## src/rtl/core/eds_pkg.sv

```systemverilog
// ----------------------------------------------------------------------------
// eds_pkg
// Shared types, register codes and the tangent table builder of the
// electronic differential speed split.
// ----------------------------------------------------------------------------
`default_nettype none

package eds_pkg;

  // Steering magnitude at which the tangent table ends.
  localparam int STEER_MAX_DEF = 1440;

  localparam int ANGLE_W = 12;
  localparam int SPEED_W = 16;
  localparam int GAIN_W  = 16;
  localparam int DBAND_W = 11;
  localparam int TAN_W   = 18;  // Q0.16 tangent, room for values up to 4.0
  localparam int PG_W    = SPEED_W + GAIN_W;
  localparam int PROD_W  = PG_W + TAN_W;
  localparam int PROD_SH = 28;
  localparam int DMAG_W  = PROD_W - PROD_SH;
  localparam int MAG_W   = ANGLE_W + 1;

  localparam int CFG_IDX_W  = 2;
  localparam int CFG_DATA_W = 16;

  localparam logic [GAIN_W-1:0]  DIFF_GAIN_RST = 16'd4096;
  localparam logic [DBAND_W-1:0] DEADBAND_RST  = 11'd40;
  localparam logic [SPEED_W-1:0] MAX_DELTA_RST = 16'hFFFF;

  typedef enum logic [CFG_IDX_W-1:0] {
    REG_DIFF_GAIN = 2'd0,
    REG_DEADBAND  = 2'd1,
    REG_MAX_DELTA = 2'd2
  } cfg_reg_t;

  typedef struct packed {
    logic [GAIN_W-1:0]  diff_gain;
    logic [DBAND_W-1:0] deadband;
    logic [SPEED_W-1:0] max_delta;
  } eds_cfg_t;

  // Fixed-point constants of the table builder (Q60).
  localparam logic [63:0] PI_Q60  = 64'h3243F6A8885A308D;
  localparam logic [63:0] ONE_Q60 = 64'h1000000000000000;
  localparam logic [63:0] TAN_K   = (PI_Q60 / 64'd72000) * 64'd7 +
                                    ((PI_Q60 % 64'd72000) * 64'd7) / 64'd72000;

  // (a * b) >> 60 for operands below 2^62.
  function automatic logic [63:0] mul60(input logic [63:0] a, input logic [63:0] b);
    logic [63:0] ah, al, bh, bl, mid;
    ah  = a >> 30;
    al  = a & 64'h3FFFFFFF;
    bh  = b >> 30;
    bl  = b & 64'h3FFFFFFF;
    mid = ah * bl + al * bh + ((al * bl) >> 30);
    return ah * bh + (mid >> 30);
  endfunction

  // Restoring division, used only while the table is built.
  function automatic logic [63:0] udiv64(input logic [63:0] num, input logic [63:0] den);
    logic [64:0] rem;
    logic [63:0] quo;
    rem = '0;
    quo = '0;
    for (int b = 63; b >= 0; b--) begin
      rem = {rem[63:0], num[b]};
      if (rem >= {1'b0, den}) begin
        rem    = rem - {1'b0, den};
        quo[b] = 1'b1;
      end
    end
    return quo;
  endfunction

  // Q0.16 tangent of the wheel angle for a steering magnitude m in 1/8 degree.
  function automatic logic [TAN_W-1:0] tan_q16(input logic [ANGLE_W-1:0] m);
    logic [63:0] x, s, c, ts, tc, n, s40, c40, q17;
    if (m == '0) begin
      return '0;
    end
    x  = 64'(m) * TAN_K;
    s  = x;
    ts = x;
    c  = ONE_Q60;
    tc = ONE_Q60;
    for (int i = 1; i <= 12; i++) begin
      n  = 64'(2 * i);
      ts = udiv64(mul60(mul60(ts, x), x), n * (n + 64'd1));
      tc = udiv64(mul60(mul60(tc, x), x), (n - 64'd1) * n);
      if ((i % 2) == 1) begin
        s = s - ts;
        c = c - tc;
      end else begin
        s = s + ts;
        c = c + tc;
      end
    end
    s40 = s >> 20;
    c40 = c >> 20;
    if (c40 == '0) begin
      return '0;
    end
    q17 = udiv64(s40 << 17, c40);
    return TAN_W'((q17 + 64'd1) >> 1);
  endfunction

endpackage

`default_nettype wire

```

## src/rtl/core/eds_cfg_regs.sv

```systemverilog
// ----------------------------------------------------------------------------
// eds_cfg_regs
// Configuration register file: gain, deadband and delta limit.
// ----------------------------------------------------------------------------
`default_nettype none

module eds_cfg_regs (
  input  wire logic                               clk,
  input  wire logic                               rst_n,
  input  wire logic                               wr_en,
  input  wire logic [eds_pkg::CFG_IDX_W-1:0]      wr_index,
  input  wire logic [eds_pkg::CFG_DATA_W-1:0]     wr_data,
  output eds_pkg::eds_cfg_t                       cfg
);

  eds_pkg::eds_cfg_t cfg_r, cfg_nxt;

  always_comb begin
    cfg_nxt = cfg_r;
    if (wr_en) begin
      unique case (wr_index)
        eds_pkg::REG_DIFF_GAIN: cfg_nxt.diff_gain = wr_data[eds_pkg::GAIN_W-1:0];
        eds_pkg::REG_DEADBAND:  cfg_nxt.deadband  = wr_data[eds_pkg::DBAND_W-1:0];
        eds_pkg::REG_MAX_DELTA: cfg_nxt.max_delta = wr_data[eds_pkg::SPEED_W-1:0];
        default:                cfg_nxt = cfg_r;
      endcase
    end
  end

  always_ff @(posedge clk) begin
    if (!rst_n) begin
      cfg_r.diff_gain <= eds_pkg::DIFF_GAIN_RST;
      cfg_r.deadband  <= eds_pkg::DEADBAND_RST;
      cfg_r.max_delta <= eds_pkg::MAX_DELTA_RST;
    end else begin
      cfg_r <= cfg_nxt;
    end
  end

  assign cfg = cfg_r;

endmodule

`default_nettype wire

```

## config.mk

```make
export PLATFORM = sky130hd
export DESIGN_NAME = eds_cfg_regs
export DESIGN_NICKNAME = d
export VERILOG_FILES = /design/src/rtl/core/eds_pkg.sv /design/src/rtl/core/eds_cfg_regs.sv
export SDC_FILE = /design/constraint.sdc
export NUM_CORES = 1
export LEC_CHECK = 0
export ABC_CLOCK_PERIOD_IN_PS = 1720
export BUFFER_PORTS_ARGS = -buffer_cell sky130_fd_sc_hd__buf_2
export CAP_MARGIN = 20
export CORE_AREA = 2 2 66 68
export DETAILED_ROUTE_END_ITERATION = 10
export DIE_AREA = 0 0 68 70
export PLACE_DENSITY = 0.72
export SYNTH_ARGS = -nofsm -noshare
export SYNTH_HDL_FRONTEND = slang
export SYNTH_SLANG_ARGS = --single-unit
```

## constraint.sdc

```tcl
create_clock -name clk -period 1.72 [get_ports clk]
set_input_delay 0.344 -clock clk [delete_from_list [all_inputs] [get_ports clk]]
set_output_delay 0.344 -clock clk [all_outputs]
set_load 0.02 [all_outputs]
```

==> key figures, run 1 <==
Outcome
  • Outcome: complete, no violations

Cells and area
  • Area delta synth->final: 23.7%
  • Share of cells above drive strength 1: 0.311
  • Final core utilization: 0.533
  • N_diodes: 0
  • Nets@finish: 261
  • Max reg flops: 43

Power and ir drop
  • Clock power frac: 0.348
  • VDD IR max: 0.441 mV
  • Internal power: 1.50 mW
  • Logic pwr share: 0.128
  • Sequential share of power: 0.524
  • Power Density: 911 nW/um^2
  • Pleak: 1.08 nW
  • Switching Share: 0.253
  • Switch Pwr: 510 uW

Setup path
  • Crit-path max cell delay: 560 ps
  • CP Class: input port to register
  • Critical Path Sink Type: register
  • Critical-path cell list: buf_2, and3b_1, mux2i_1
  • Reg2reg path depth: 2
  • Crit-path slowest cell: and3b_1
  • Startpoint types: input port
  • Worst EP arrival: 1440 ps
  • Crit Path Max Fanout: 19
  • Worst EP required: 1950 ps

Route
  • DR pass1 iterations: 5
  • Wire per inst: 13.1 um
  • Routed Wire Length: 3840 um
  • Antenna viol nets, final: 0
  • DR vias: 1442
  • DR iter-0 viols: 81
  • # DRC: 0
  • Routed vias/inst: 4.92

Clocking
  • CTS Hold Bufs: 0
  • Cts bufs inserted: 5
  • PostCTS Resize Cnt: 0
  • Clock buffer depth: 2
  • TritonCTS clock tree: done
  • Clock Tree Root: clkbuf_8
  • CTS H-Tree Depth: 2
  • Post-CTS Setup Bufs: 0
  • Clock slew at reported path FFs: 80 ps
  • Num Clock Sinks: 43
  • Clock latency on the worst-skew pair: 290 ps

Hold path
  • Hold Path Depth: 3
  • Hold Path Class: input port to register

Global routing
  • Global route total overflow: 0
  • First-pass GRT wire length: 6130 um
  • Initial antenna violation count: 0
  • Gr usage total: 0.172
  • Largest net degree at the start of global routing: 21
  • Vias in the first global route: 1270

Place
  • Gpl congestion: 0.734
  • Port bufs: 63
  • Hpwl dp: 2740 um

Timing
  • Maximum clock rate: 0.821 GHz
  • Clk_skew: 0 ps
  • Fin. Hold Viols: 0
  • RSZ-0062 raised after global routing: no
  • Tcrit/Tclk final: 0.708
  • Max-slew headroom: 0.647
  • Post-route minimum period: 1220 ps
  • Fin Setup TNS: 0 ps
  • Worst Max-Slew Pin Slew: 529 ps
  • Final Setup Violations: 0
  • Max Slew Vio Count: 0

Synthesis
  • Synth top area share: 0.482
  • Post-Syn Area: 1780 um^2
  • Mapped Avg Cell Area: 9.64 um^2
  • Sequential element share of the synthesized area: 0.482
  • Synth Instances: 185
  • Synth cell types: 15
  • Area leader, netlist: dfxtp_1
  • Syn nets: 206
  • Yosys warnings: 0
  • Synth top area cells: dfxtp_1, mux2i_1, nand2_1, nand4b_1, o211ai_1
  • Seq cells post-synth: 43

Flow run
  • Max-cap violations: 0

Floorplan
  • Starting Density: 0.431
  • Core footprint: 4140 um^2
  • Chip height: 70 um
  • Die area: 4760 um^2
  • Site row count: 24
  • Number of top-level pins: 64
  • Die width: 68 um
through the flow:
step                setup WS, ps  power (mW)  instances  hold WS [ps]  cell area (um^2)
finish                       502        2.01        293           306              2210
global route                 428        2.11        293           307              2210
CTS                          530        2.03        293           302              2210
detailed placement           212        1.34        285           446              2110
global placement             245        1.33        285           442              2110
floorplan                    520        1.25        185           486              1780
worst max-delay path, delay by kind of cell:
kind                   cells  cell delay [ps]
buffers and inverters      1              300
AND/OR/NAND/NOR            1              560
multiplexers               1              230
final timing paths:
| kind | start | endpoint | slack [ps] |
|---|---|---|---|
| worst max register to register | cfg[11] | cfg[11] | 1100 |
| worst max-delay path | wr_index[1] | cfg[12] | 500 |
| worst min-delay path | wr_data[15] | cfg[42] | 310 |
| worst min register to register | cfg[28] | cfg[28] | 460 |
Yosys cell counts:
library cell and count:
o211ai_1 13, buf_6 2, dfxtp_1 43, or3b_1 1
mux2i_1 30, buf_4 2, nor2b_1 9, clkbuf_1 10
inv_1 13, nand3b_1 2, buf_2 5, nand2_1 39
nand4b_1 13, nor3b_4 1, and3b_1 2
cells in the final DEF (no fill, tap or decap), drive strengths merged:
cell    count
nand4b     13
mux2i      30
dfxtp      43
o211ai     13
or3b        1
nor3b       1
clkbuf      8
inv        13
nand3b      2
nand2      39
and3b       2
buf        67
nor2b       9
cell families after synthesis:
kind of cell           Yosys count  share of synthesized area
AND/OR/NAND/NOR                 67                      0.211
AO/OA/AOI/OAI                   13                     0.0547
multiplexers                    30                      0.168
flip-flops                      43                      0.482
buffers and inverters           32                     0.0834
area by class of cell:
cell class	instances	area (um^2)
Clock buffer	8	100
Fill cell	382	1940
Inverter	13	48.8
Multi-Input combinational cell	110	774
Sequential cell	43	861
Tap cell	52	65.1
Timing Repair Buffer	67	358
layer usage:
layer | GRT usage | part of all wire
met2 | 0.245 | 0.45
met4 | 0.0756 | 0.016
met3 | 0.0596 | 0.074
met1 | 0.233 | 0.46
met5 | 0 | 0
power groups by stage:
stage                     clock (mW)  combinational, mW  sequential, mW
after floorplan                    0              0.124            1.13
after global placement             0              0.257            1.08
after detailed placement           0              0.260            1.08
after CTS                      0.710              0.261            1.06
after global routing           0.765              0.284            1.06
final                          0.699              0.258            1.05
No activity file was read; power rests on OpenSTA's default activity.
==> run 2: changes to the inputs <==
- ABC_AREA: not set -> 1
- ABC_CLOCK_PERIOD_IN_PS: 1720 -> 1100
- CORE_AREA: 2 2 66 68 -> 2 2 68 70
- DIE_AREA: 0 0 68 70 -> 0 0 70 72
- clock period: 1.72 -> 1.1 ns (I/O delays scaled with it)
==> run 2 against run 1 <==
  * Setup slack worse by 450 ps
  * First-iteration DRC count is 16% higher
  * Cell area is 2.2% higher
  * Die area is 5.9% higher
  * Flip-flop and latch count stayed put
  * Clock power is 31% higher
  * Routed wire length is 17% higher
  * Clock skew stayed put
  * Non-clock buffer count is 7 higher
  * Critical path type is now register to output pin
  * Critical endpoint is now cfg[19]
==> key figures, run 2 <==
Outcome
  • Outcome: complete, no violations

Clocking
  • Clock latency on the worst-skew pair: 290 ps (about the same)
  • Clock buffer depth: 2 (unchanged)
  • Clock Tree Root: clkbuf_8
  • Post-CTS Setup Bufs: 0 (unchanged)
  • Clock slew at reported path FFs: 70 ps (about the same)
  • CTS H-Tree Depth: 2 (unchanged)
  • PostCTS Resize Cnt: 0 (unchanged)
  • TritonCTS clock tree: done
  • Num Clock Sinks: 43 (unchanged)
  • Cts bufs inserted: 5 (unchanged)
  • CTS Hold Bufs: 0 (unchanged)

Power and ir drop
  • VDD IR max: 0.744 mV (+69%)
  • Overall Power: 3.14 mW (+56%)
  • Switch Pwr: 885 uW (+74%)
  • Power Density: 1390 nW/um^2 (+53%)
  • Clock power frac: 0.291 (-0.057)
  • Internal power: 2.26 mW (+50%)
  • Sequential share of power: 0.534 (+0.010)
  • Pleak: 1.19 nW (+11%)
  • Logic pwr share: 0.175 (+0.047)
  • Switching Share: 0.281 (+0.0281)

Timing
  • Tcrit/Tclk final: 0.948
  • RSZ-0062 raised after global routing: no
  • Fin. Hold Viols: 0 (unchanged)
  • Final Setup Violations: 0 (unchanged)
  • Maximum clock rate: 0.959 GHz
  • Max-slew headroom: 0.873 (+0.225)
  • Max Slew Vio Count: 0 (unchanged)
  • Worst Max-Slew Pin Slew: 191 ps (-338 ps)
  • Post-route minimum period: 1040 ps
  • Clk_skew: 0 ps (unchanged)
  • Fin Setup TNS: 0 ps (unchanged)

Route
  • Routed Wire Length: 4480 um (+17%)
  • DR vias: 1776 (+23%)
  • Routed wl met2: 2050 um (+20%)
  • Routed vias/inst: 4.96 (+0.80%)
  • Met1 wire length: 2010 um (+13%)
  • Uppermost routed layer: met4
  • # DRC: 0 (unchanged)
  • Antenna viol nets, final: 0 (unchanged)
  • DR pass1 iterations: 4 (-1)
  • WL met3: 376 um (+32%)
  • DR iter-0 viols: 94 (+16%)
  • Wire per inst: 12.5 um (-4.3%)

Setup path
  • Critical-path cell list: buf_2
  • Crit-path max cell delay: 350 ps (-210 ps)
  • Critical Path Sink Type: output pin
  • CP Class: register to output pin
  • Startpoint types: register
  • Crit-path slowest cell: dfxtp_1
  • Worst EP required: 880 ps (-1070 ps)
  • Critical path's top delay family: flip-flops
  • Crit Path Max Fanout: 2 (-17)
  • WP buf/inv: 1 (unchanged)
  • Worst EP arrival: 820 ps (-620 ps)

Floorplan
  • Starting Density: 0.426 (-0.00421)
  • Core footprint: 4260 um^2 (+2.9%)
  • Chip height: 72 um (+2.9%)
  • Site row count: 24 (unchanged)
  • Die area: 5040 um^2 (+5.9%)
  • Die width: 70 um (+2.9%)
  • Number of top-level pins: 64 (unchanged)

Synthesis
  • Area leader, netlist: dfxtp_1
  • Syn nets: 267 (+30%)
  • Sequential element share of the synthesized area: 0.474 (-0.00897)
  • Mapped Avg Cell Area: 7.39 um^2 (-23%)
  • Synth Instances: 246 (+33%)
  • Area share of and/or/nand/nor cells after synthesis: 0.357 (+0.146)
  • Largest family of logic cells by synthesized area: simple AND/OR/NAND/NOR gates
  • Synth top cells by count: nand2_1, dfxtp_1, nand3_1, nor2_1, inv_1
  • Synth Area in Adders: 0 (unchanged)
  • Synth top area share: 0.474 (-0.00897)
  • Synth cell types: 16 (+1)
  • Prevailing post-synth register cell: dfxtp_1
  • Post-Syn Area: 1820 um^2 (+1.9%)
  • Yosys warnings: 0 (unchanged)
  • Seq cells post-synth: 43 (unchanged)
  • Post-synthesis mux area share: 0 (-0.168)
  • Most common cell in the synthesized netlist: nand2_1
  • EDFF count, synth: 0 (unchanged)
  • Post-synth ARST share: 0 (unchanged)
  • Compound-gate portion of the synthesized area: 0.0413 (-0.0134)
  • Xor/xnor cell area share of the yosys netlist: 0 (unchanged)
  • Synth top area cells: dfxtp_1, nand2_1, nand3_1, nor2_1, nand4_1

Cells and area
  • Nets@finish: 328 (+26%)
  • Fin area: 2260 um^2 (+2.2%)
  • Filler cell count: 433 (+13%)
  • Final std cells w/o fill: 358 (+22%)
  • Share of cells above drive strength 1: 0.275 (-0.0367)
  • Most frequent cells in the layout: buf_2, nand2_1, dfxtp_1
  • N_diodes: 0 (unchanged)
  • Most common cell after layout, fill and taps aside: buf_2
  • Area delta synth->final: 24.1%
  • Max reg flops: 43 (unchanged)

Global routing
  • Global route total overflow: 0 (unchanged)
  • Initial antenna violation count: 0 (unchanged)
  • Gr usage total: 0.179 (+0.00732)
  • First-pass GRT wire length: 7030 um (+15%)
  • Vias in the first global route: 1526 (+20%)
  • Largest net degree at the start of global routing: 44 (+110%)

Hold path
  • Hold Path Class: input port to register

Place
  • Gpl congestion: 0.851 (+16%)
  • Post-placement cell area: 2180 um^2 (+3.6%)
  • Hpwl dp: 3290 um (+20%)
  • Placed cells: 352 (+24%)
  • Port bufs: 63 (unchanged)

Flow run
  • Max-cap violations: 0 (unchanged)
[run 2: cell count changes in the layout (fill, tap and decap cells not counted), moves of 14 or more]
cell     before  now
a21oi_1       0   15
mux2i_1      30    0
nand4_1       0   18
nor2_1        0   33
nand2_1      39   53
nand3_1       0   35
[run 2: worst paths after layout]
| check | cells past startpoint | end | start | slack, ps |
|---|---|---|---|---|
| max | 1 | cfg[19] | cfg[19] | 60 |
| min | 3 | cfg[39] | wr_data[12] | 190 |
| max reg2reg | 4 | cfg[20] | cfg[20] | 460 |
| min reg2reg | 2 | cfg[1] | cfg[1] | 460 |
[run 2: per-layer routing]
| metal | vias to the layer above | track usage |
|---|---|---|
| li1 | 907 | - |
| met4 | 0 | 0.0513 |
| met2 | 54 | 0.289 |
| met5 | - | 0 |
| met1 | 810 | 0.232 |
| met3 | 5 | 0.0597 |
[run 2: logic make-up after synthesis]
logic type,after synthesis
simple gates,142
flops,43
buf+inv,46
compound gates,15
[run 2: power by group through the flow]
| stage | Combinational [mW] | Clock [mW] | Sequential [mW] |
|---|---|---|---|
| final | 0.549 | 0.915 | 1.68 |
| after detailed placement | 0.551 | 0 | 1.71 |
| after global routing | 0.605 | 1.01 | 1.69 |
| after floorplan | 0.256 | 0 | 1.81 |
| after CTS | 0.552 | 0.952 | 1.68 |
| after global placement | 0.543 | 0 | 1.71 |
[run 2: area by class of cell]
class,instances,area (um^2),share of cell area
clock buffer,6,72.6,0.0322
tap,52,65.1,0.0288
timing repair buffer,74,435,0.193
sequential,43,861,0.382
multi-input combinational,157,724,0.321
inverter,26,97.6,0.0433
[run 2: stage by stage]
step	hold WS (ps)	setup slack, ps	utilization
after global routing	212	16.4	0.529
after floorplan	355	217	-
final	190	57.3	0.529
after CTS	184	47.8	0.529
after detailed placement	442	89.6	0.512
after global placement	439	108	0.512
