File: config.mk
export PLATFORM = sky130hd
export DESIGN_NAME = eds_wheel_mix
export DESIGN_NICKNAME = d
export VERILOG_FILES = /design/src/rtl/core/eds_pkg.sv /design/src/rtl/core/eds_wheel_mix.sv
export SDC_FILE = /design/constraint.sdc
export NUM_CORES = 1
export LEC_CHECK = 0
export BUFFER_PORTS_ARGS = -buffer_cell sky130_fd_sc_hd__buf_2
export CORE_MARGIN = 2
export CORE_UTILIZATION = 55
export DETAILED_ROUTE_END_ITERATION = 8
export HOLD_SLACK_MARGIN = 0.12
export MAX_ROUTING_LAYER = met4
export PLACE_DENSITY_LB_ADDON = 0.08
export SYNTH_ARGS = -nofsm -noshare
export SYNTH_HDL_FRONTEND = slang
export SYNTH_SLANG_ARGS = --single-unit
File: constraint.sdc
create_clock -name clk -period 12.9 [get_ports clk]
set_input_delay 1.935 -clock clk [delete_from_list [all_inputs] [get_ports clk]]
set_output_delay 1.935 -clock clk [all_outputs]
set_load 0.03 [all_outputs]
File: src/rtl/core/eds_pkg.sv
// ----------------------------------------------------------------------------
// eds_pkg
// Shared types, register codes and the tangent table builder of the
// electronic differential speed split.
// ----------------------------------------------------------------------------
`default_nettype none

package eds_pkg;

  // Steering magnitude at which the tangent table ends.
  localparam int STEER_MAX_DEF = 1440;

  localparam int ANGLE_W = 12;
  localparam int SPEED_W = 16;
  localparam int GAIN_W  = 16;
  localparam int DBAND_W = 11;
  localparam int TAN_W   = 18;  // Q0.16 tangent, room for values up to 4.0
  localparam int PG_W    = SPEED_W + GAIN_W;
  localparam int PROD_W  = PG_W + TAN_W;
  localparam int PROD_SH = 28;
  localparam int DMAG_W  = PROD_W - PROD_SH;
  localparam int MAG_W   = ANGLE_W + 1;

  localparam int CFG_IDX_W  = 2;
  localparam int CFG_DATA_W = 16;

  localparam logic [GAIN_W-1:0]  DIFF_GAIN_RST = 16'd4096;
  localparam logic [DBAND_W-1:0] DEADBAND_RST  = 11'd40;
  localparam logic [SPEED_W-1:0] MAX_DELTA_RST = 16'hFFFF;

  typedef enum logic [CFG_IDX_W-1:0] {
    REG_DIFF_GAIN = 2'd0,
    REG_DEADBAND  = 2'd1,
    REG_MAX_DELTA = 2'd2
  } cfg_reg_t;

  typedef struct packed {
    logic [GAIN_W-1:0]  diff_gain;
    logic [DBAND_W-1:0] deadband;
    logic [SPEED_W-1:0] max_delta;
  } eds_cfg_t;

  // Fixed-point constants of the table builder (Q60).
  localparam logic [63:0] PI_Q60  = 64'h3243F6A8885A308D;
  localparam logic [63:0] ONE_Q60 = 64'h1000000000000000;
  localparam logic [63:0] TAN_K   = (PI_Q60 / 64'd72000) * 64'd7 +
                                    ((PI_Q60 % 64'd72000) * 64'd7) / 64'd72000;

  // (a * b) >> 60 for operands below 2^62.
  function automatic logic [63:0] mul60(input logic [63:0] a, input logic [63:0] b);
    logic [63:0] ah, al, bh, bl, mid;
    ah  = a >> 30;
    al  = a & 64'h3FFFFFFF;
    bh  = b >> 30;
    bl  = b & 64'h3FFFFFFF;
    mid = ah * bl + al * bh + ((al * bl) >> 30);
    return ah * bh + (mid >> 30);
  endfunction

  // Restoring division, used only while the table is built.
  function automatic logic [63:0] udiv64(input logic [63:0] num, input logic [63:0] den);
    logic [64:0] rem;
    logic [63:0] quo;
    rem = '0;
    quo = '0;
    for (int b = 63; b >= 0; b--) begin
      rem = {rem[63:0], num[b]};
      if (rem >= {1'b0, den}) begin
        rem    = rem - {1'b0, den};
        quo[b] = 1'b1;
      end
    end
    return quo;
  endfunction

  // Q0.16 tangent of the wheel angle for a steering magnitude m in 1/8 degree.
  function automatic logic [TAN_W-1:0] tan_q16(input logic [ANGLE_W-1:0] m);
    logic [63:0] x, s, c, ts, tc, n, s40, c40, q17;
    if (m == '0) begin
      return '0;
    end
    x  = 64'(m) * TAN_K;
    s  = x;
    ts = x;
    c  = ONE_Q60;
    tc = ONE_Q60;
    for (int i = 1; i <= 12; i++) begin
      n  = 64'(2 * i);
      ts = udiv64(mul60(mul60(ts, x), x), n * (n + 64'd1));
      tc = udiv64(mul60(mul60(tc, x), x), (n - 64'd1) * n);
      if ((i % 2) == 1) begin
        s = s - ts;
        c = c - tc;
      end else begin
        s = s + ts;
        c = c + tc;
      end
    end
    s40 = s >> 20;
    c40 = c >> 20;
    if (c40 == '0) begin
      return '0;
    end
    q17 = udiv64(s40 << 17, c40);
    return TAN_W'((q17 + 64'd1) >> 1);
  endfunction

endpackage

`default_nettype wire

File: src/rtl/core/eds_wheel_mix.sv
// ----------------------------------------------------------------------------
// eds_wheel_mix
// Output stage: clamps the speed delta and forms the saturated left and
// right wheel speeds in the output register.
// ----------------------------------------------------------------------------
`default_nettype none

module eds_wheel_mix (
  input  wire logic                            clk,
  input  wire logic                            rst_n,
  input  wire logic                            in_valid,
  input  wire logic                            in_neg,
  input  wire logic [eds_pkg::SPEED_W-1:0]     in_pedal,
  input  wire logic [eds_pkg::DMAG_W-1:0]      in_dmag,
  input  wire logic [eds_pkg::SPEED_W-1:0]     max_delta,
  output logic                                 in_ready,
  output logic                                 out_valid,
  input  wire logic                            out_ready,
  output logic      [eds_pkg::SPEED_W-1:0]     out_left,
  output logic      [eds_pkg::SPEED_W-1:0]     out_right
);

  localparam int SW = eds_pkg::SPEED_W;

  logic          valid_r;
  logic [SW-1:0] left_r, right_r, left_nxt, right_nxt;
  logic [SW-1:0] delta;
  logic [SW:0]   sum;
  logic [SW-1:0] up, down;

  always_comb begin
    if (in_dmag > eds_pkg::DMAG_W'(max_delta)) begin
      delta = max_delta;
    end else begin
      delta = in_dmag[SW-1:0];
    end
    sum  = {1'b0, in_pedal} + {1'b0, delta};
    up   = sum[SW] ? '1 : sum[SW-1:0];
    down = (delta > in_pedal) ? '0 : in_pedal - delta;
    // A left turn (negative angle) speeds up the right wheel.
    left_nxt  = in_neg ? down : up;
    right_nxt = in_neg ? up : down;
  end

  assign in_ready = !valid_r || out_ready;

  always_ff @(posedge clk) begin
    if (!rst_n) begin
      valid_r <= 1'b0;
    end else if (in_ready) begin
      valid_r <= in_valid;
    end
  end

  always_ff @(posedge clk) begin
    if (in_ready && in_valid) begin
      left_r  <= left_nxt;
      right_r <= right_nxt;
    end
  end

  assign out_valid = valid_r;
  assign out_left  = left_r;
  assign out_right = right_r;

endmodule

`default_nettype wire

==> results of run 1 <==
-- cell usage in the layout, fill, tap and decap left out, drive strengths merged, types with 3 or more instances in the layout --
| cell | n |
|---|---|
| buf | 94 |
| ha | 52 |
| a21oi | 43 |
| inv | 41 |
| nor2 | 41 |
| edfxtp | 32 |
| o21ai | 29 |
| nand2 | 26 |
| mux2 | 23 |
| mux2i | 17 |
| nand3 | 16 |
| a31oi | 13 |
| o211ai | 12 |
| a211oi | 11 |
| o31ai | 10 |
| a21o | 9 |
| xnor2 | 8 |
| nor2b | 7 |
| nor3 | 7 |
| and2 | 6 |
| o21bai | 6 |
| clkbuf | 6 |
| nand4 | 5 |
| and3 | 5 |
| o31a | 4 |
| o21a | 4 |
| or3 | 4 |
| nor4 | 4 |
| o2111ai | 3 |
| a22oi | 3 |
| o311ai | 3 |
-- worst max path at each step --
stage | endpoint | start
after detailed placement | out_right[3] | max_delta[11]
after global routing | out_right[3] | max_delta[12]
after global placement | out_right[3] | max_delta[11]
after CTS | out_right[3] | max_delta[12]
final | out_right[3] | max_delta[11]
after floorplan | out_right[3] | max_delta[12]
-- per-layer routing --
metal  global-route usage, %  wire length (um)  vias to the layer above
met5                       -                 0                        -
met4                   7.587               208                        0
met3                   1.150               615                       23
met2                   44.18              5052                      178
met1                   37.16              5250                     1856
li1                        -                 -                     1986
-- through the flow --
stage	utilization (%)	instance area (sq um)	hold slack (ns)	setup WS (ns)	total power (uW)
3_5_place_dp	61.78	4700	0.5261	4.714	340.2
4_1_cts	62.86	4782	0.5342	5.052	413.7
6_report	62.86	4782	0.5276	5.078	416.8
5_1_grt	62.86	4782	0.5738	4.569	442.4
3_3_place_gp	61.78	4700	0.5042	5.026	337.4
2_1_floorplan	-	4238	0.8846	7.148	284.3
-- kinds of logic (layout without fill, tap and decap cells) --
kind of cell               count (synthesis)  count (layout)  synth area share [%]
AOI/OAI and AO/OA                        164             164                 25.63
xor gates and xnor gates                   8               8                 1.653
adders and majority gates                 54              54                 16.30
buffers and inverters                     68             143                 6.968
DFF                                       33              33                 23.15
muxes                                     40              40                 11.46
and+or+nand+nor                          128             128                 14.85
-- worst max-delay path: cells and delay by family --
family,cells,cell delay [ns]
AND/OR/NAND/NOR,2,0.72
buffers and inverters,4,0.73
AO/OA/AOI/OAI,7,3.38
adder cells (fa/ha/maj),2,0.73
multiplexers,1,0.33
-- power by group --
group | internal, uW | total (uW) | switching, uW | leakage, uW
clock network | 37.3 | 75.5 | 38.1 | 0.0000450
registers | 135 | 138 | 2.30 | 0.000320
logic | 71.8 | 204 | 132 | 0.00174
-- state kept, by name (all words and copies together), names as in the netlist --
signal	flops
out_valid	1
out_right	16
out_left	16
-- area by class of cell --
type / instances / area (sq um)
repair buffers: 94 / 475.5
multi-input cells: 394 / 2962
fillers: 699 / 2825
inverters: 41 / 153.9
flip-flops and latches: 33 / 980.9
clock inverters: 2 / 10.01
clock buffers: 6 / 72.57
well taps: 102 / 127.6
==> key figures, run 1 <==
Setup path
  • Critical register-to-register path startpoint: out_valid
  • Max stage delay on crit path: 0.94 ns
  • CP cell instances: buf_2 > inv_1 > ha_1 > nand4_1 > or4_4 > o31ai_4 > buf_4 > mux2_4 > ha_1 > inv_1 > a21oi_1 > o21ai_0 > a31oi_1 > a21oi_1 > a2111oi_0 > a21oi_1
  • R2r setup slk: approximately 12 ns
  • Critical Path End Type: flip-flop
  • Reg2Reg Depth: 3
  • Reg2reg end: out_right[11]
  • Startpoint Class: input pin
  • Slowest CP cell: a31oi_1
  • Crit path DAT: 7.86 ns
  • Worst path most repeated cell: a21oi_1
  • Max FO, Critical Path: 17
  • Critical path type: input pin to flip-flop
  • CP required: 12.93 ns

Logic synthesis
  • Syn Inst Count: slightly below 500
  • Sequential area share after synthesis: 23.15%
  • Distinct cell type count after synthesis: 58
  • Area leader, netlist: edfxtp_1
  • Most frequent cells after synthesis: ha_1, a21oi_1, inv_1, nor2_1, edfxtp_1
  • Yosys warns: 0
  • Main flop type after synthesis: edfxtp_1
  • Top-count cell post-synth: ha_1
  • Synthesized area: 4238 sq um
  • Synthesized Nets: 608
  • Syn_area_per_cell: approximately 8.6 sq um
  • Synth area leaders: edfxtp_1, ha_1, mux2_4, a21oi_1, mux2i_1
  • Asr flop ratio synth: 0%
  • EDFF count, synth: 32
  • #FFs+latches synth: 33
  • Synth top area share: 22.67%

Run
  • Max-Cap Viols: 0

STA
  • Minimum clock period: 7.822 ns
  • Clock Skews: 0.01091 ns
  • Final hold vios: 0
  • Setup violators final: 0
  • RSZ-0062 raised after global routing: false
  • Max-slew violations: 0
  • Sum of negative setup slack: 0 ns
  • Maximum clock frequency: 127.8 MHz
  • Period Utilization, post-route: 60.64%
  • Actual slew at the worst max-slew pin: between 1 and 1.5 ns
  • Worst slew margin: 16.37%

Routing
  • Vias per inst: 6.016
  • ANT nets after route: 0
  • DRC errors left: 0
  • Average wire per standard cell: 16.56 um
  • DRT iter0 DRCs: 288
  • Post-Route WL: 11130 um
  • Pre-antenna DRT Iters: 5
  • Vias: roughly 4000

Floorplan
  • Chip width: 91.78 um
  • Die height: 91.78 um
  • Io pins: 93
  • Starting density of the core: ~56%
  • Full die area: between 8000 and 9000 sq um
  • Row count: 32
  • CORE AREA: 7607 sq um

Cells and area
  • Share of cells above drive strength 1: 23.33%
  • Non-Filler Instances: 672
  • Final net count: approximately 680
  • Layout area overhead: 12.84%
  • Antenna cell count: 0

CTS
  • Cts hold-fix bufs: 0
  • Post-CTS Setup Bufs: 0
  • CTS Buffer Depth: 2
  • Post-CTS Resized: 0
  • CTS Root Cell: clkbuf_8
  • H-tree levels: 2
  • # clock sinks: 33
  • Num CTS Buffers: 5
  • Clk Latency, worst-skew pair: 0.29 ns
  • Reg clk slew, reported paths: 0.07 ns
  • CTS tree: done

GRT
  • First-pass GRT wire length: 18050 um
  • Grt ovf: 0
  • Gr usage total: between 20% and 30%
  • Antenna violations before repair: 0
  • Largest net degree at the start of global routing: 43
  • Number of global-route vias before repair: roughly 3800

Worst hold path
  • Min-Delay Path Class: flip-flop to flip-flop
  • Hold path startpoint: out_valid
  • Hold path cells: 2
  • WHS Endpoint: out_valid

Outcome
  • Status: complete, no violations

Place
  • RePlAce Congestion: 0.9248
  • # placed instances: 664
  • PortBufs: 92
  • Placed wire-length estimate: 9024 um

Pwr
  • Worst vdd ir: 34.62 uV
  • Power Dens Cells: 87.17 nW/um^2
  • Leakage: 0.002104 uW
(Power assumes the default switching activity.)
==> run 2: changes to the inputs <==
- CORE_UTILIZATION: 55 -> 51
- clock period: 12.9 -> 6.7 ns (I/O delays scaled with it)
==> run 2 against run 1 <==
Against the previous run: die area grew 7.5%; sequential cell count is the same; first-iteration DRC count grew 14%; clock-buffer cell count is the same; setup slack lost 4.4 ns; largest power group unchanged; highest routed layer unchanged.
==> key figures, run 2 (synthesized netlist as in run 1, its figures left out) <==
Routing
  • ANT nets after route: 0 (unchanged)
  • Post-Route WL: 11600 um (+4.3%)
  • DRT iter0 DRCs: 329 (+14%)
  • DRC errors left: 0 (unchanged)
  • Vias per inst: 6.040 (+0.39%)
  • Pre-antenna DRT Iters: 5 (unchanged)
  • Average wire per standard cell: 17.04 um (+2.9%)
  • Vias: 4113 (+1.7%)

Pwr
  • Leakage: 0.002133 uW (+1.4%)
  • Switch Pwr: 332.5 uW (+93%)
  • Power Dens Cells: 166.9 nW/um^2 (+91%)
  • Switching Share: 41.24% (-0.11 points)
  • Internal power: 473.8 uW (+94%)
  • Reg power frac: 32.9% (about the same)
  • Worst vdd ir: 79.97 uV (+130%)
  • Gate power share: 49.3% (+0.4 points)
  • Clock network power share: 17.8% (-0.3 points)

Worst hold path
  • Min-Delay Path Class: flip-flop to flip-flop

Setup path
  • Crit path DAT: 6.08 ns (-1.78 ns)
  • Max FO, Critical Path: 15 (-2)
  • Critical Path End Type: flip-flop
  • Delay-heaviest family, CP: compound AO/OA/AOI/OAI gates
  • Max stage delay on crit path: 0.79 ns (-0.15 ns)
  • Critical path type: input pin to flip-flop
  • Startpoint Class: input pin
  • CP cell instances: buf_2 > inv_1 > ha_1 > nand4_1 > or4_4 > o31ai_4 > mux2_4 > ha_1 > inv_1 > a21oi_1 > o21ai_0 > a31oi_1 > and2_1 > nor4_1 > mux2_2
  • WP buf/inv: 3 (-1)
  • Slowest CP cell: o31ai_4
  • CP required: 6.74 ns (-6.19 ns)

CTS
  • Num CTS Buffers: 5 (unchanged)
  • Clk Latency, worst-skew pair: 0.29 ns (about the same)
  • Post-CTS Setup Bufs: 0 (unchanged)
  • # clock sinks: 33 (unchanged)
  • Post-CTS Resized: 0 (unchanged)
  • CTS Root Cell: clkbuf_8
  • H-tree levels: 2 (unchanged)
  • Cts hold-fix bufs: 0 (unchanged)
  • Reg clk slew, reported paths: 0.07 ns (about the same)
  • CTS Buffer Depth: 2 (unchanged)
  • CTS tree: done

Place
  • PortBufs: 92 (unchanged)
  • RePlAce Congestion: 1.106 (+20%)
  • Placed wire-length estimate: 9538 um (+5.7%)

GRT
  • Antenna violations before repair: 0 (unchanged)
  • Grt ovf: 0 (unchanged)
  • Gr usage total: 27.06% (-0.061 points)
  • Number of global-route vias before repair: 3794 (+1.1%)
  • Largest net degree at the start of global routing: 43 (unchanged)
  • First-pass GRT wire length: 18770 um (+4.0%)

Cells and area
  • Most frequent cells in the layout: buf_2, ha_1, a21oi_1
  • Share of cells above drive strength 1: 24.13% (+0.80 points)
  • Commonest non-fill, non-tap cell in the layout: buf_2
  • Final net count: 688 (+0.88%)
  • Antenna cell count: 0 (unchanged)
  • Layout area overhead: 13.99%
  • Fillcell total: 738 (+5.6%)

Floorplan
  • Full die area: 9054 sq um (+7.5%)
  • Io pins: 93 (unchanged)
  • CORE AREA: 8134 sq um (+6.9%)
  • Chip width: 95.16 um (+3.7%)
  • Die height: 95.16 um (+3.7%)
  • Starting density of the core: 52.10% (-3.6 points)
  • Row count: 33 (+3.1%)

STA
  • Period Utilization, post-route: 90.18%
  • Hold_ws: 0.5433 ns (+0.01571 ns)
  • Setup violators final: 0 (unchanged)
  • Actual slew at the worst max-slew pin: 0.9101 ns (-0.3386 ns)
  • Final hold vios: 0 (unchanged)
  • RSZ-0062 raised after global routing: false
  • Maximum clock frequency: 165.5 MHz
  • Clock Skews: 0.005940 ns (-0.004965 ns)
  • Max-slew violations: 0 (unchanged)
  • Worst slew margin: 39.33% (+23 points)
  • Sum of negative setup slack: 0 ns (unchanged)
  • Minimum clock period: 6.042 ns

Run
  • Max-Cap Viols: 0 (unchanged)

Outcome
  • Status: complete, no violations
run 2: changes by cell type in the layout (fill, tap and decap cells not counted), sizes merged:
| cell | previous run | this run |
|---|---|---|
| buf | 94 | 100 |
run 2: metal layers:
layer / part of all wire, % / vias to the layer above / track usage (%) / wire length, um
li1: - / 2008 / - / -
met1: 46 / 1908 / 37.90 / 5341
met2: 46 / 182 / 42.31 / 5311
met3: 6.3 / 15 / 1.818 / 731
met4: 1.9 / 0 / 7.488 / 216
met5: 0 / - / - / 0
run 2: power groups by stage:
stage          combinational (uW)  sequential [uW]  clock, uW
3_3_place_gp                  386              270          0
4_1_cts                       392              266        145
5_1_grt                       435              268        152
6_report                      397              265        144
3_5_place_dp                  391              270          0
2_1_floorplan                 227              320          0
run 2: area by class of cell:
| class | instances | area [sq um] | area share, % |
|---|---|---|---|
| multi-input cells | 394 | 2962 | 61.31 |
| repair buffers | 100 | 520.5 | 10.77 |
| flip-flops and latches | 33 | 980.9 | 20.31 |
| clock buffers | 6 | 72.57 | 1.502 |
| clock inverters | 2 | 10.01 | 0.2072 |
| well taps | 105 | 131.4 | 2.720 |
| inverters | 41 | 153.9 | 3.186 |
run 2: path summary, 6_finish.rpt:
path	start	endpoint	slack, ns	cells after the start
setup / recovery	max_delta[13]	out_left[14]	0.66	15
hold reg to reg	out_valid	out_valid	0.54	2
hold / removal	out_valid	out_valid	0.54	2
setup reg to reg	out_valid	out_left[0]	5.46	3
run 2: worst reg2reg max path, stage by stage, from the launching register on:
cell	delay, ns
dfxtp_1	0.31
nand2b_1	0.10
and2_1	0.13
buf_4	0.36
run 2: metrics by stage:
| stage | instance area [sq um] | total power [uW] | cells | utilization [%] | worst slack, ns |
|---|---|---|---|---|---|
| 5_1_grt | 4831 | 854.3 | 681 | 59.39 | 0.2791 |
| 2_1_floorplan | 4238 | 547.4 | 495 | - | 1.878 |
| 3_3_place_gp | 4748 | 655.4 | 673 | 58.38 | 0.4389 |
| 6_report | 4831 | 806.3 | 681 | 59.39 | 0.6577 |
| 3_5_place_dp | 4748 | 661.1 | 673 | 58.38 | 0.4034 |
| 4_1_cts | 4831 | 802.9 | 681 | 59.39 | 0.6922 |
